`config.mk`:
```
export PLATFORM = sky130hd
export DESIGN_NAME = svo_ctrl
export DESIGN_NICKNAME = d
export VERILOG_FILES = /design/src/sv/svo_pkg.sv /design/src/sv/svo_ctrl.sv
export SDC_FILE = /design/constraint.sdc
export NUM_CORES = 1
export LEC_CHECK = 0
export ABC_CLOCK_PERIOD_IN_PS = 1150
export BUFFER_PORTS_ARGS = -buffer_cell sky130_fd_sc_hd__buf_2
export CAP_MARGIN = 40
export CORE_AREA = 2 2 39 41
export CTS_CLUSTER_SIZE = 20
export DETAILED_ROUTE_END_ITERATION = 10
export DIE_AREA = 0 0 41 43
export GPL_TIMING_DRIVEN = 0
export SLEW_MARGIN = 10
export SYNTH_ARGS = -nofsm -noshare
export SYNTH_HDL_FRONTEND = slang
export SYNTH_SLANG_ARGS = --single-unit
export TNS_END_PERCENT = 20
```
`constraint.sdc`:
```
create_clock -name clk -period 1.15 [get_ports clk]
set_input_delay 0.23 -clock clk [delete_from_list [all_inputs] [get_ports clk]]
set_output_delay 0.23 -clock clk [all_outputs]
set_load 0.03 [all_outputs]
```
`src/sv/svo_pkg.sv`:
```
// Shared types, register codes and the sine table for the sine oscillator with vibrato.
package svo_pkg;

  // Configuration register indexes
  localparam int CFG_IDX_W  = 2;
  localparam int CFG_DATA_W = 32;

  typedef enum logic [CFG_IDX_W-1:0] {
    CFG_AMPLITUDE = 2'd0,
    CFG_BASE_INC  = 2'd1,
    CFG_LFO_INC   = 2'd2,
    CFG_VIB_DEPTH = 2'd3
  } svo_cfg_idx_t;

  // Operand pair fed to the shared multiplier
  typedef enum logic [1:0] {
    MUL_FRAC  = 2'd0,
    MUL_DEPTH = 2'd1,
    MUL_AMP   = 2'd2
  } svo_mul_sel_t;

  // Sequencer states
  typedef enum logic [3:0] {
    ST_IDLE      = 4'd0,
    ST_LFO_FETCH = 4'd1,
    ST_LFO_MUL   = 4'd2,
    ST_LFO_SUM   = 4'd3,
    ST_DEPTH_MUL = 4'd4,
    ST_STEP      = 4'd5,
    ST_MAIN_MUL  = 4'd6,
    ST_MAIN_SUM  = 4'd7,
    ST_AMP_MUL   = 4'd8,
    ST_OUT       = 4'd9
  } svo_state_t;

  // Controller to datapath strobes
  typedef struct packed {
    logic         fetch_lfo;
    logic         fetch_main;
    logic         mul_en;
    svo_mul_sel_t mul_sel;
    logic         sum_en;
    logic         step_en;
    logic         finish;
  } svo_cmd_t;

  // Datapath to controller status
  typedef struct packed {
    logic amp_zero;
    logic out_free;
  } svo_status_t;

  // First quarter of a full-scale sine, 65 points
  localparam logic signed [15:0] QUARTER_WAVE [65] = '{
    16'sd0,     16'sd804,   16'sd1608,  16'sd2410,  16'sd3212,  16'sd4011,  16'sd4808,
    16'sd5602,  16'sd6393,  16'sd7179,  16'sd7962,  16'sd8739,  16'sd9512,  16'sd10278,
    16'sd11039, 16'sd11793, 16'sd12539, 16'sd13279, 16'sd14010, 16'sd14732, 16'sd15446,
    16'sd16151, 16'sd16846, 16'sd17530, 16'sd18204, 16'sd18868, 16'sd19519, 16'sd20159,
    16'sd20787, 16'sd21403, 16'sd22005, 16'sd22594, 16'sd23170, 16'sd23731, 16'sd24279,
    16'sd24811, 16'sd25329, 16'sd25832, 16'sd26319, 16'sd26790, 16'sd27245, 16'sd27683,
    16'sd28105, 16'sd28510, 16'sd28898, 16'sd29268, 16'sd29621, 16'sd29956, 16'sd30273,
    16'sd30571, 16'sd30852, 16'sd31113, 16'sd31356, 16'sd31580, 16'sd31785, 16'sd31971,
    16'sd32137, 16'sd32285, 16'sd32412, 16'sd32521, 16'sd32609, 16'sd32678, 16'sd32728,
    16'sd32757, 16'sd32767
  };

  // Full-cycle sine point 0..256, folded out of the quarter wave
  function automatic logic signed [15:0] sine_rom_at(input logic [8:0] i);
    logic [6:0]        k;
    logic [7:0]        mirror;
    logic [6:0]        j;
    logic signed [15:0] mag;
    k      = i[6:0];
    mirror = 8'd128 - {1'b0, k};
    j      = (k > 7'd64) ? mirror[6:0] : k;
    mag    = QUARTER_WAVE[j];
    return i[7] ? -mag : mag;
  endfunction

endpackage

```
`src/sv/svo_ctrl.sv`:
```
// Sequencer that steps the datapath through the vibrato and main sine evaluation.
module svo_ctrl import svo_pkg::*; (
  input  logic        clk,
  input  logic        rst_n,
  input  logic        in_valid,
  input  logic        in_tick,
  output logic        in_ready,
  input  svo_status_t status,
  output svo_cmd_t    cmd
);

  svo_state_t state_r, state_nxt;

  // State register
  always_ff @(posedge clk) begin
    if (!rst_n) begin
      state_r <= ST_IDLE;
    end else begin
      state_r <= state_nxt;
    end
  end

  // Next state and strobes
  always_comb begin
    state_nxt = state_r;
    cmd       = '0;
    cmd.mul_sel = MUL_FRAC;
    in_ready  = 1'b0;
    case (state_r)
      ST_IDLE: begin
        in_ready = 1'b1;
        // a zero tick is dropped; a muted tick skips straight to the result
        if (in_valid && in_tick) begin
          state_nxt = status.amp_zero ? ST_OUT : ST_LFO_FETCH;
        end
      end
      ST_LFO_FETCH: begin
        cmd.fetch_lfo = 1'b1;
        state_nxt     = ST_LFO_MUL;
      end
      ST_LFO_MUL: begin
        cmd.mul_en  = 1'b1;
        cmd.mul_sel = MUL_FRAC;
        state_nxt   = ST_LFO_SUM;
      end
      ST_LFO_SUM: begin
        cmd.sum_en = 1'b1;
        state_nxt  = ST_DEPTH_MUL;
      end
      ST_DEPTH_MUL: begin
        cmd.mul_en  = 1'b1;
        cmd.mul_sel = MUL_DEPTH;
        state_nxt   = ST_STEP;
      end
      ST_STEP: begin
        cmd.step_en    = 1'b1;
        cmd.fetch_main = 1'b1;
        state_nxt      = ST_MAIN_MUL;
      end
      ST_MAIN_MUL: begin
        cmd.mul_en  = 1'b1;
        cmd.mul_sel = MUL_FRAC;
        state_nxt   = ST_MAIN_SUM;
      end
      ST_MAIN_SUM: begin
        cmd.sum_en = 1'b1;
        state_nxt  = ST_AMP_MUL;
      end
      ST_AMP_MUL: begin
        cmd.mul_en  = 1'b1;
        cmd.mul_sel = MUL_AMP;
        state_nxt   = ST_OUT;
      end
      ST_OUT: begin
        // hold until the output register is free
        if (status.out_free) begin
          cmd.finish = 1'b1;
          state_nxt  = ST_IDLE;
        end
      end
      default: begin
        state_nxt = ST_IDLE;
      end
    endcase
  end

endmodule

```
* Word level (Yosys, flattened, before mapping)
Cells that the tools add are included.
Cells by class: reductions and logical operators 5, multiplexer cells 11, eq/ne operators 11
Operators with widths (count):
- case mux 4 bit (10 select lines) | 1
- equality test 4 x 3 -> 1 bit, second input constant | 4
- 2-to-1 mux 4 bit | 3
- case mux 3 bit (3 select lines) | 1
- equality test 4 x 2 -> 1 bit, second input constant | 2
- equality test 4 bit, second input constant | 2
- 2-to-1 mux 1 bit | 6
- equality test 4 x 1 -> 1 bit, second input constant | 1
- logical NOT 4 bit | 1
- != test 2 bit, second input constant | 2
- OR reduction 2 bit | 2
- AND reduction 2 bit | 1
- logical AND 1 bit | 1
Word-level totals: output and inout bits 9, word-level logic and storage cells 28, register bits 4

* Depth between registers and ports, before layout
Gate-level depths: netlist of the first run.
word-level depth 3, mapped depth 4

* Least setup slack after synthesis of the first run
No wires, ideal clock.
path type register to output, start register state_r[0], end output cmd[4] in the netlist's numbering, setup slack -0.587 ns, cell stages (with the launch flop) 3, arrival time 1.507 ns, cells stage by stage dfxtp_1 > buf_2 > nor4b_1
RTL lines:
- start, declared | line svo_ctrl.sv:12 | svo_state_t state_r, state_nxt;
- start signal, assigned | line svo_ctrl.sv:19 | state_r <= state_nxt;
- end, declared | line svo_ctrl.sv:9 | output svo_cmd_t cmd

==> qor.csv, run 1 <==
metric,value,unit
max reg flops,4,
Ports,15,
share of power burned in registers,21.2,%
cts hold-fix bufs,0,
biggest regs,state_r x4,
die height,43,um
Synth Net Count,42,
worst min-delay path startpoint,rst_n,
post-synthesis sequential area ratio,27.59,%
P per Cell Area,2055,nW/um2
final wirelength,702,um
core box area,1384,um2
"Cell Area, Synth",290.3,um2
IO buf count,14,
placed inst area,451.7,um2
Clock Sinks,4,
worst path arrival time,1.15,ns
RePlAce Congestion,0.5994,
Clk network pwr share,15.9,%
post-synth top area cell,dfxtp_1,
#FFs+latches synth,4,
count of final setup violators,9,
Max Clock Freq,723.3,MHz
share of the synthesized area in the top cell type,27.59,%
crit path time final,1.383,ns
HP Class,in -> reg,
CP Capture Type,primary output,
Site Rows,14,
total number of H-tree levels,1,
vias in the first global route,251,
ys async rst share,0,%
Rel. slew slack,83.71,%
DR iter-0 viols,3,
Tcrit/Tclk final,120.2,%
synthesized instance count,36,
first-pass GRT wire length,1014,um
die area,1763,um2
Vias/cell,4.366,
largest net degree at the start of global routing,11,
Clock Latency Late Sink,0.24,ns
number of flops mapped to enable cells by yosys,0,
Clock Tree Root,clkbuf_4,
Finished Cell Area,558.0,um2
failing checks,negative setup slack,
clk buf depth,2,
Post-Place Cells,66,
"count leader, synth",nor2_1,
Yosys cell types,22,
die extent in x,41,um
"Reg clk slew, reported paths",0.04,ns
Power Total,1.147,mW
via count,310,
CTS Buf Count,3,
Synth top cells by count,"nor2_1 (6), dfxtp_1 (4), nand2b_1 (4)",
Critical Path Source,state_r[3]$_SDFFE_PN0P_,
Final #Nets,63,
P_sw,0.5086,mW
WL/cell,9.887,um
status,"finished, violations left",
flop2flop setup slack,0.05,ns
Combinational Power Share,62.9,%
RSZ-0062 raised after global routing,yes,
Setup crit start kind,flip-flop,
Final Worst Setup Slack,-0.2326,ns
HPWL Detailed,500.4,um
Fin. Hold Viols,0,
max-slew violation count,0,
ratio of cells with drive above 1 in the final layout,70.91,%
Avg Synthesized Cell Area,8.063,um2
Syn-to-layout area delta,92.24,%
initial antenna violation count,0,
Final ANT Viol Nets,0,
YS warnings,0,
final std cells w/o fill,71,
worst r2r src,state_r[3]$_SDFFE_PN0P_,
Top reg by flops,state_r,
drt drc,0,
Max-Cap Viols,0,
crit path kind,reg -> out,
Initial DRT Pass Iterations,2,
antenna cell count,0,
switch share,44.35,%
"Top FF cell, synth",dfxtp_1,
LEAKAGE,0.2401,nW
Worst-Margin Slew,0.2425,ns
synth top area cells,"dfxtp_1 (28%), nand2b_1 (8.6%), nor2_1 (7.8%), xor2_1 (6.0%), a221oi_2 (5.2%)",
GRT overflow,0,
"Data required, critical path",0.92,ns
CTS tree,done,
crit-path max FO,7,
Min Hold Slack,0.2634,ns
Clock Skew,0.0001031,ns
Internal Power,0.6383,mW
Initial Util,20.98,%
Worst VDD drop,0.8158,mV
Global Route Usage Sum,9.419,%
## layout by cell type, fill, tap and decap left out
cell and instances:
o21ai_1 1, nand2_1 1, inv_1 1, buf_2 6, dfxtp_4 2, a21oi_1 1, buf_4 4, nor2_2 2
xor2_1 2, dfxtp_1 1, nand2b_1 2, clkbuf_4 3, nor2_4 3, nor2b_1 1, nand2b_4 2, nand2_2 1
or2_1 1, nor4b_4 1, buf_6 9, a21oi_2 1, or2b_1 1, a221oi_2 1, nand3b_1 1, a21boi_0 1
nor2_1 1, a21bo_1 1, nor4_4 1, nor3_2 2, dfxtp_2 1
## stage by stage
stage | TNS, ns | utilization, % | setup slack, ns
detailed placement | -0.1756 | 32.64 | -0.09258
global route | -2.112 | 40.33 | -0.2720
global placement | -0.1455 | 32.64 | -0.08440
floorplan | -0.5439 | - | -0.1300
CTS | -1.850 | 38.34 | -0.2423
finish | -1.678 | 40.33 | -0.2326
## power groups by stage
| stage | logic [mW] | registers, mW | clock network (mW) |
|---|---|---|---|
| global placement | 0.587 | 0.232 | 0 |
| finish | 0.721 | 0.244 | 0.182 |
| floorplan | 0.482 | 0.225 | 0 |
| global route | 0.769 | 0.249 | 0.198 |
| detailed placement | 0.589 | 0.234 | 0 |
| CTS | 0.658 | 0.243 | 0.187 |
## worst max-delay path, cell delays in order (launching register included)
cell and delay, ns:
dfxtp_2 0.33, buf_6 0.13, nand2b_4 0.16, nor2_4 0.09
buf_6 0.09, buf_6 0.11
## metal layers
| metal | part of all wire [%] | vias to the layer above | track usage (%) |
|---|---|---|---|
| li1 | - | 162 | - |
| met1 | 46 | 132 | 10.22 |
| met2 | 44 | 12 | 11.88 |
| met3 | 5.0 | 4 | 1.571 |
| met4 | 5.1 | 0 | 14.00 |
| met5 | 0 | - | 0 |
## cell type report
cell class,count,area (um2)
fill,139,825.8
multi-input combinational,28,261.5
timing repair buffer,16,127.6
sequential,4,88.84
buffer,3,33.78
clock buffer,3,22.52
tap,16,20.02
inverter,1,3.754
## what timing repair did
action	in CTS	in global routing
endpoints found under the hold margin	0	0
cloned	0	0
buffers inserted	2	0
gates resized for setup	15	9
endpoints found under the setup margin	9	10
pin swaps	2	3
## kinds of logic after synthesis
| logic type | count (synthesis) | synth area share [%] |
|---|---|---|
| compound gates | 6 | 17.67 |
| xor+xnor | 2 | 6.036 |
| buf+inv | 4 | 9.481 |
| flops | 4 | 27.59 |
| simple gates | 20 | 39.23 |
## final timing paths
check                                          endpoint  cells after the start
worst max-delay path                             cmd[6]                      5
worst min-delay path            state_r[1]$_SDFFE_PN0P_                      3
worst min register to register  state_r[1]$_SDFFE_PN0P_                      2
worst max register to register  state_r[0]$_SDFFE_PN0P_                      4
Note: power is estimated with default switching activity, not from simulation.
==> inputs of run 2 (changes only) <==
- ABC_AREA: default -> 1
==> qor.csv, run 2 <==
metric,value,unit,change
ys async rst share,0,%,unchanged
Synth Net Count,64,,+52%
YS warnings,0,,unchanged
Initial DRT Pass Iterations,4,,+2
CP Capture Type,primary output,,
"Cell Area, Synth",317.8,um2,+9.5%
Final Worst Setup Slack,-0.1723,ns,+0.06030 ns
max reg flops,4,,unchanged
Vias/cell,4.179,,-4.3%
Setup crit start kind,flip-flop,,
die extent in x,41,um,unchanged
biggest regs,state_r x4,,
synthesized instance count,58,,+61%
top cell family by delay on the critical path,flip-flops,,
Min Hold Slack,0.2343,ns,-0.02915 ns
share of the synthesized area in the top cell type,25.20,%,-2.4 points
clk buf depth,2,,unchanged
largest net degree at the start of global routing,8,,-3
crit path kind,reg -> out,,
main combinational cell family by area after synthesis,simple AND/OR/NAND/NOR gates,,
P per Cell Area,2891,nW/um2,+41%
max-slew violation count,0,,unchanged
drt drc,0,,unchanged
failing checks,negative setup slack,,
Clock Sinks,4,,unchanged
Worst-Margin Slew,0.1643,ns,-0.07815 ns
IO buf count,14,,unchanged
Post-Place Worst Slack,-0.1240,ns,-0.03141 ns
Synth top cells by count,"nor2_1 (17), nand2_1 (15), inv_1 (7)",,
CTS Buf Count,3,,unchanged
first-pass GRT wire length,1290,um,+27%
Final #Nets,87,,+38%
Tcrit/Tclk final,115.0,%,-5.2 points
Synth Area in Adders,0,%,unchanged
Max-Cap Viols,0,,unchanged
Initial Util,22.97,%,+2.0 points
HP Class,in -> reg,,
ratio of cells with drive above 1 in the final layout,55.70,%,-15 points
mux cell area share after synthesis,0,%,unchanged
worst path cell trace,"nor2_4, nand2_2, o21ai_2, buf_6",,
Synth Area in Simple Gates,54.33,%,+15 points
Yosys cell types,12,,-45%
via count,397,,+28%
Rel. slew slack,89.05,%,+5.3 points
#FFs+latches synth,4,,unchanged
most frequent cells in the layout,"nor2_1 (12), nand2_1 (11), buf_4 (7), buf_6 (7)",,
crit path time final,1.322,ns,-0.06030 ns
Top reg by flops,state_r,,
Clock Tree Root,clkbuf_4,,
crit-path max FO,5,,-2
worst path arrival time,1.09,ns,-0.06 ns
cts hold-fix bufs,0,,unchanged
total number of H-tree levels,1,,unchanged
Fin. Hold Viols,0,,unchanged
RSZ-0062 raised after global routing,yes,,
status,"finished, violations left",,
Site Rows,14,,unchanged
Max Clock Freq,756.2,MHz,+4.6%
HPWL Detailed,607.2,um,+21%
DR iter-0 viols,2,,-1
"count leader, synth",nor2_1,,
antenna cell count,0,,unchanged
"Data required, critical path",0.92,ns,about the same
die area,1763,um2,unchanged
GRT overflow,0,,unchanged
Clock Skew,0.002693,ns,+0.002590 ns
Worst VDD drop,1.001,mV,+23%
Setup TNS,-1.142,ns,+0.5363 ns
Final ANT Viol Nets,0,,unchanged
Final Core Density,41.77,%,+1.4 points
post-synthesis sequential area ratio,25.20,%,-2.4 points
CTS tree,done,,
initial antenna violation count,0,,unchanged
WL/cell,8.347,um,-16%
Clock Latency Late Sink,0.23,ns,about the same
vias in the first global route,346,,+38%
Power Total,1.671,mW,+46%
Synth Area in Compound Gates,6.299,%,-11 points
XOR/XNOR Fraction of Synth Area,0,%,-6.0 points
"Reg clk slew, reported paths",0.04,ns,about the same
RePlAce Congestion,0.7358,,+23%
Syn-to-layout area delta,81.89,%,
"slowest stage cell, crit path",dfxtp_4,,
"leading cell type in the layout, fill and taps excluded",nor2_1,,
Global Route Usage Sum,10.74,%,+1.3 points
Ports,15,,unchanged
number of flops mapped to enable cells by yosys,0,,unchanged
count of final setup violators,9,,unchanged
LEAKAGE,0.3050,nW,+27%
Avg Synthesized Cell Area,5.479,um2,-32%
core box area,1384,um2,unchanged
synth top area cells,"dfxtp_1 (25%), nor2_1 (20%), nand2_1 (18%), inv_1 (8.3%), nor2_4 (7.1%)",,
final wirelength,793,um,+13%
die height,43,um,unchanged
Worst path max stage delay,0.36,ns,+0.03 ns
"Top FF cell, synth",dfxtp_1,,
Worst Path Buf+Inv,1,,-2
post-synth top area cell,dfxtp_1,,
[run 2: cell count changes after synthesis, sizes merged, moves of 2 or more]
cell    change
nand2      +13
nor2       +13
inv         +8
nand3       +5
nand2b      -4
buf         -2
nor3        -2
xor2        -2
[run 2: per-stage QoR]
| step | cells | instance area [um2] |
|---|---|---|
| global placement | 88 | 419.2 |
| global route | 95 | 578.1 |
| detailed placement | 88 | 419.2 |
| floorplan | 58 | 329.1 |
| finish | 95 | 578.1 |
| CTS | 92 | 520.5 |
[run 2: kinds of logic (layout without fill, tap and decap cells)]
kind of cell	count (synthesis)	in the layout
AO/OA/AOI/OAI	4	4
flip-flops	4	4
buffers and inverters	11	32
AND/OR/NAND/NOR	39	39
[run 2: worst register-to-register path: cells and delay by family (launching register included)]
kind | cells | cell delay (ns)
AO/OA/AOI/OAI | 1 | 0.18
buffers and inverters | 2 | 0.22
AND/OR/NAND/NOR | 3 | 0.26
flip-flops | 1 | 0.36
[run 2: layer usage]
layer | vias to the layer above | track usage (%) | share of wire, %
li1 | 218 | - | -
met1 | 166 | 12.86 | 41
met2 | 11 | 16.25 | 53
met3 | 2 | 1.571 | 4.9
met4 | 0 | 8.000 | 1.4
met5 | - | 0 | 0
[run 2: path summary, 6_finish.rpt]
check                             to               startpoint  depth (start not counted)  slack (ns)
min reg2reg  state_r[1]$_SDFFE_PN0P_  state_r[3]$_SDFFE_PN0P_                          3        0.60
max reg2reg  state_r[0]$_SDFFE_PN0P_  state_r[0]$_SDFFE_PN0P_                          6        0.01
max                           cmd[5]  state_r[0]$_SDFFE_PN0P_                          4       -0.17
min          state_r[3]$_SDFFE_PN0P_                    rst_n                          3        0.23
[run 2: cell type report]
type | instances | area [um2]
fillers | 140 | 805.8
multi-input cells | 43 | 239.0
repair buffers | 18 | 148.9
flip-flops and latches | 4 | 92.59
inverters | 10 | 47.55
clock buffers | 3 | 22.52
well taps | 16 | 20.02
plain buffers | 1 | 7.507
[run 2: repair_timing]
| action | CTS | global route |
|---|---|---|
| pin swaps | 1 | 5 |
| resized for setup | 29 | 11 |
| setup buffers | 1 | 3 |
| setup endpoints to repair | 9 | 10 |
[run 2: power breakdown]
part | switching (mW) | leakage [nW] | internal (mW)
combinational | 0.674 | 0.256 | 0.494
clock | 0.0537 | 0.0138 | 0.116
sequential | 0.113 | 0.0353 | 0.220
total | 0.841 | 0.305 | 0.830
==> inputs of run 3 (changes only) <==
- BUFFER_PORTS_ARGS: -buffer_cell sky130_fd_sc_hd__buf_2 -> -buffer_cell sky130_fd_sc_hd__buf_4
==> qor.csv, run 3 (same netlist as run 2, synthesis figures left out) <==
metric,value,unit,change
initial antenna violation count,0,,unchanged
count of final setup violators,9,,unchanged
crit path kind,reg -> out,,
Post-Place Worst Slack,-0.09851,ns,+0.02547 ns
first-pass GRT wire length,1152,um,-11%
Final Worst Setup Slack,-0.1717,ns,+0.0005960 ns
ratio of cells with drive above 1 in the final layout,50.00,%,-5.7 points
status,"finished, violations left",,
HPWL Detailed,594.6,um,-2.1%
switch share,51.13,%,+0.81 points
Final ANT Viol Nets,0,,unchanged
vias in the first global route,319,,-7.8%
Finished Cell Area,543.0,um2,-6.1%
Worst-Margin Slew,0.1616,ns,-0.002732 ns
failing checks,negative setup slack,,
die height,43,um,unchanged
P per Cell Area,2807,nW/um2,-2.9%
CP Capture Type,primary output,,
share of power burned in registers,21.9,%,+2.0 points
die extent in x,41,um,unchanged
drt drc,0,,unchanged
GRT overflow,0,,unchanged
max-slew violation count,0,,unchanged
FILL cells,156,,+11%
Global Route Usage Sum,9.639,%,-1.1 points
Tcrit/Tclk final,114.9,%,about the same
antenna cell count,0,,unchanged
RePlAce Congestion,0.7353,,about the same
Initial Util,22.97,%,unchanged
die area,1763,um2,unchanged
crit-path max FO,7,,+2
Clock Tree Root,clkbuf_4,,
Site Rows,14,,unchanged
HP Class,in -> reg,,
crit path time final,1.322,ns,-0.0005960 ns
Syn-to-layout area delta,70.87,%,
DR iter-0 viols,3,,+1
Power Total,1.524,mW,-8.8%
max reg flops,4,,unchanged
Clock Latency Late Sink,0.23,ns,about the same
CTS Buf Count,3,,unchanged
P_sw,0.7793,mW,-7.3%
Clock Skew,0.003626,ns,+0.0009334 ns
final wirelength,726,um,-8.4%
biggest regs,state_r x4,,
Rel. slew slack,89.23,%,+0.18 points
Ports,15,,unchanged
Max Clock Freq,756.6,MHz,about the same
Final #Nets,84,,-3.4%
Initial DRT Pass Iterations,3,,-1
RSZ-0062 raised after global routing,yes,,
IO buf count,14,,unchanged
Top reg by flops,state_r,,
Clk network pwr share,10.8,%,+0.6 points
clk buf depth,2,,unchanged
Max-Cap Viols,0,,unchanged
Setup crit start kind,flip-flop,,
LEAKAGE,0.2869,nW,-5.9%
via count,373,,-6.0%
Min Hold Slack,0.2461,ns,+0.01181 ns
Vias/cell,4.054,,-3.0%
final std cells w/o fill,92,,-3.2%
total number of H-tree levels,1,,unchanged
largest net degree at the start of global routing,8,,unchanged
Fin. Hold Viols,0,,unchanged
most frequent cells in the layout,"nor2_1 (14), nand2_1 (11), buf_4 (11)",,
Post-Place Cells,88,,unchanged
"leading cell type in the layout, fill and taps excluded",nor2_1,,
worst path arrival time,1.09,ns,about the same
"Data required, critical path",0.92,ns,about the same
placed inst area,454.2,um2,+8.4%
Combinational Power Share,67.2,%,-2.7 points
core box area,1384,um2,unchanged
Worst VDD drop,1.029,mV,+2.8%
Internal Power,0.7447,mW,-10%
WL/cell,7.891,um,-5.5%
Clock Sinks,4,,unchanged
CTS tree,done,,
"Reg clk slew, reported paths",0.04,ns,about the same
## run 3: cell count changes in the layout (fill, tap and decap cells not counted), sizes merged
cell | before | now
buf | 19 | 16
## run 3: routing by layer
metal  track usage (%)  vias up  part of all wire (%)
li1                  -      211                     -
met1             12.86      155                    48
met2             12.81        7                    48
met3             1.571        0                   4.8
met4             8.000        0                     0
met5                 0        -                     0
## run 3: metrics by stage
stage               setup TNS [ns]  util (%)
floorplan                  -0.4922         -
global placement          -0.09537     32.82
detailed placement         -0.1294     32.82
CTS                         -1.154     37.70
global route                -1.668     39.24
finish                      -1.089     39.24
## run 3: path summary, 6_finish.rpt
path,start,cells past startpoint,end,slack [ns]
worst max register to register,state_r[0]$_SDFFE_PN0P_,5,state_r[0]$_SDFFE_PN0P_,0.07
worst min-delay path,rst_n,3,state_r[3]$_SDFFE_PN0P_,0.25
worst min register to register,state_r[3]$_SDFFE_PN0P_,3,state_r[1]$_SDFFE_PN0P_,0.61
worst max-delay path,state_r[0]$_SDFFE_PN0P_,4,cmd[5],-0.17
## run 3: critical path, stage by stage, from the launching register on
cell,delay (ns)
dfxtp_4,0.36
nor2_4,0.15
nand2_2,0.09
o21ai_2,0.12
buf_6,0.14
## run 3: power groups by stage
stage / sequential (mW) / combinational (mW) / clock, mW
CTS: 0.326 / 0.954 / 0.176
global placement: 0.281 / 0.885 / 0
detailed placement: 0.284 / 0.883 / 0
finish: 0.334 / 1.02 / 0.165
global route: 0.343 / 1.14 / 0.182
floorplan: 0.262 / 0.649 / 0
## run 3: final cells by class
type	instances	area [um2]	share of cell area, %
timing repair buffer	15	131.4	24.19
buffer	1	7.507	1.382
inverter	10	45.04	8.295
sequential	4	92.59	17.05
multi-input combinational	43	224.0	41.24
tap	16	20.02	3.687
clock buffer	3	22.52	4.147
## run 3: what timing repair did
item                       CTS  global route
setup endpoints to repair    9             9
hold buffers                 0             0
pin swaps                    1             4
gates resized for setup     19             5
setup buffers                0             1
cloned                       0             0
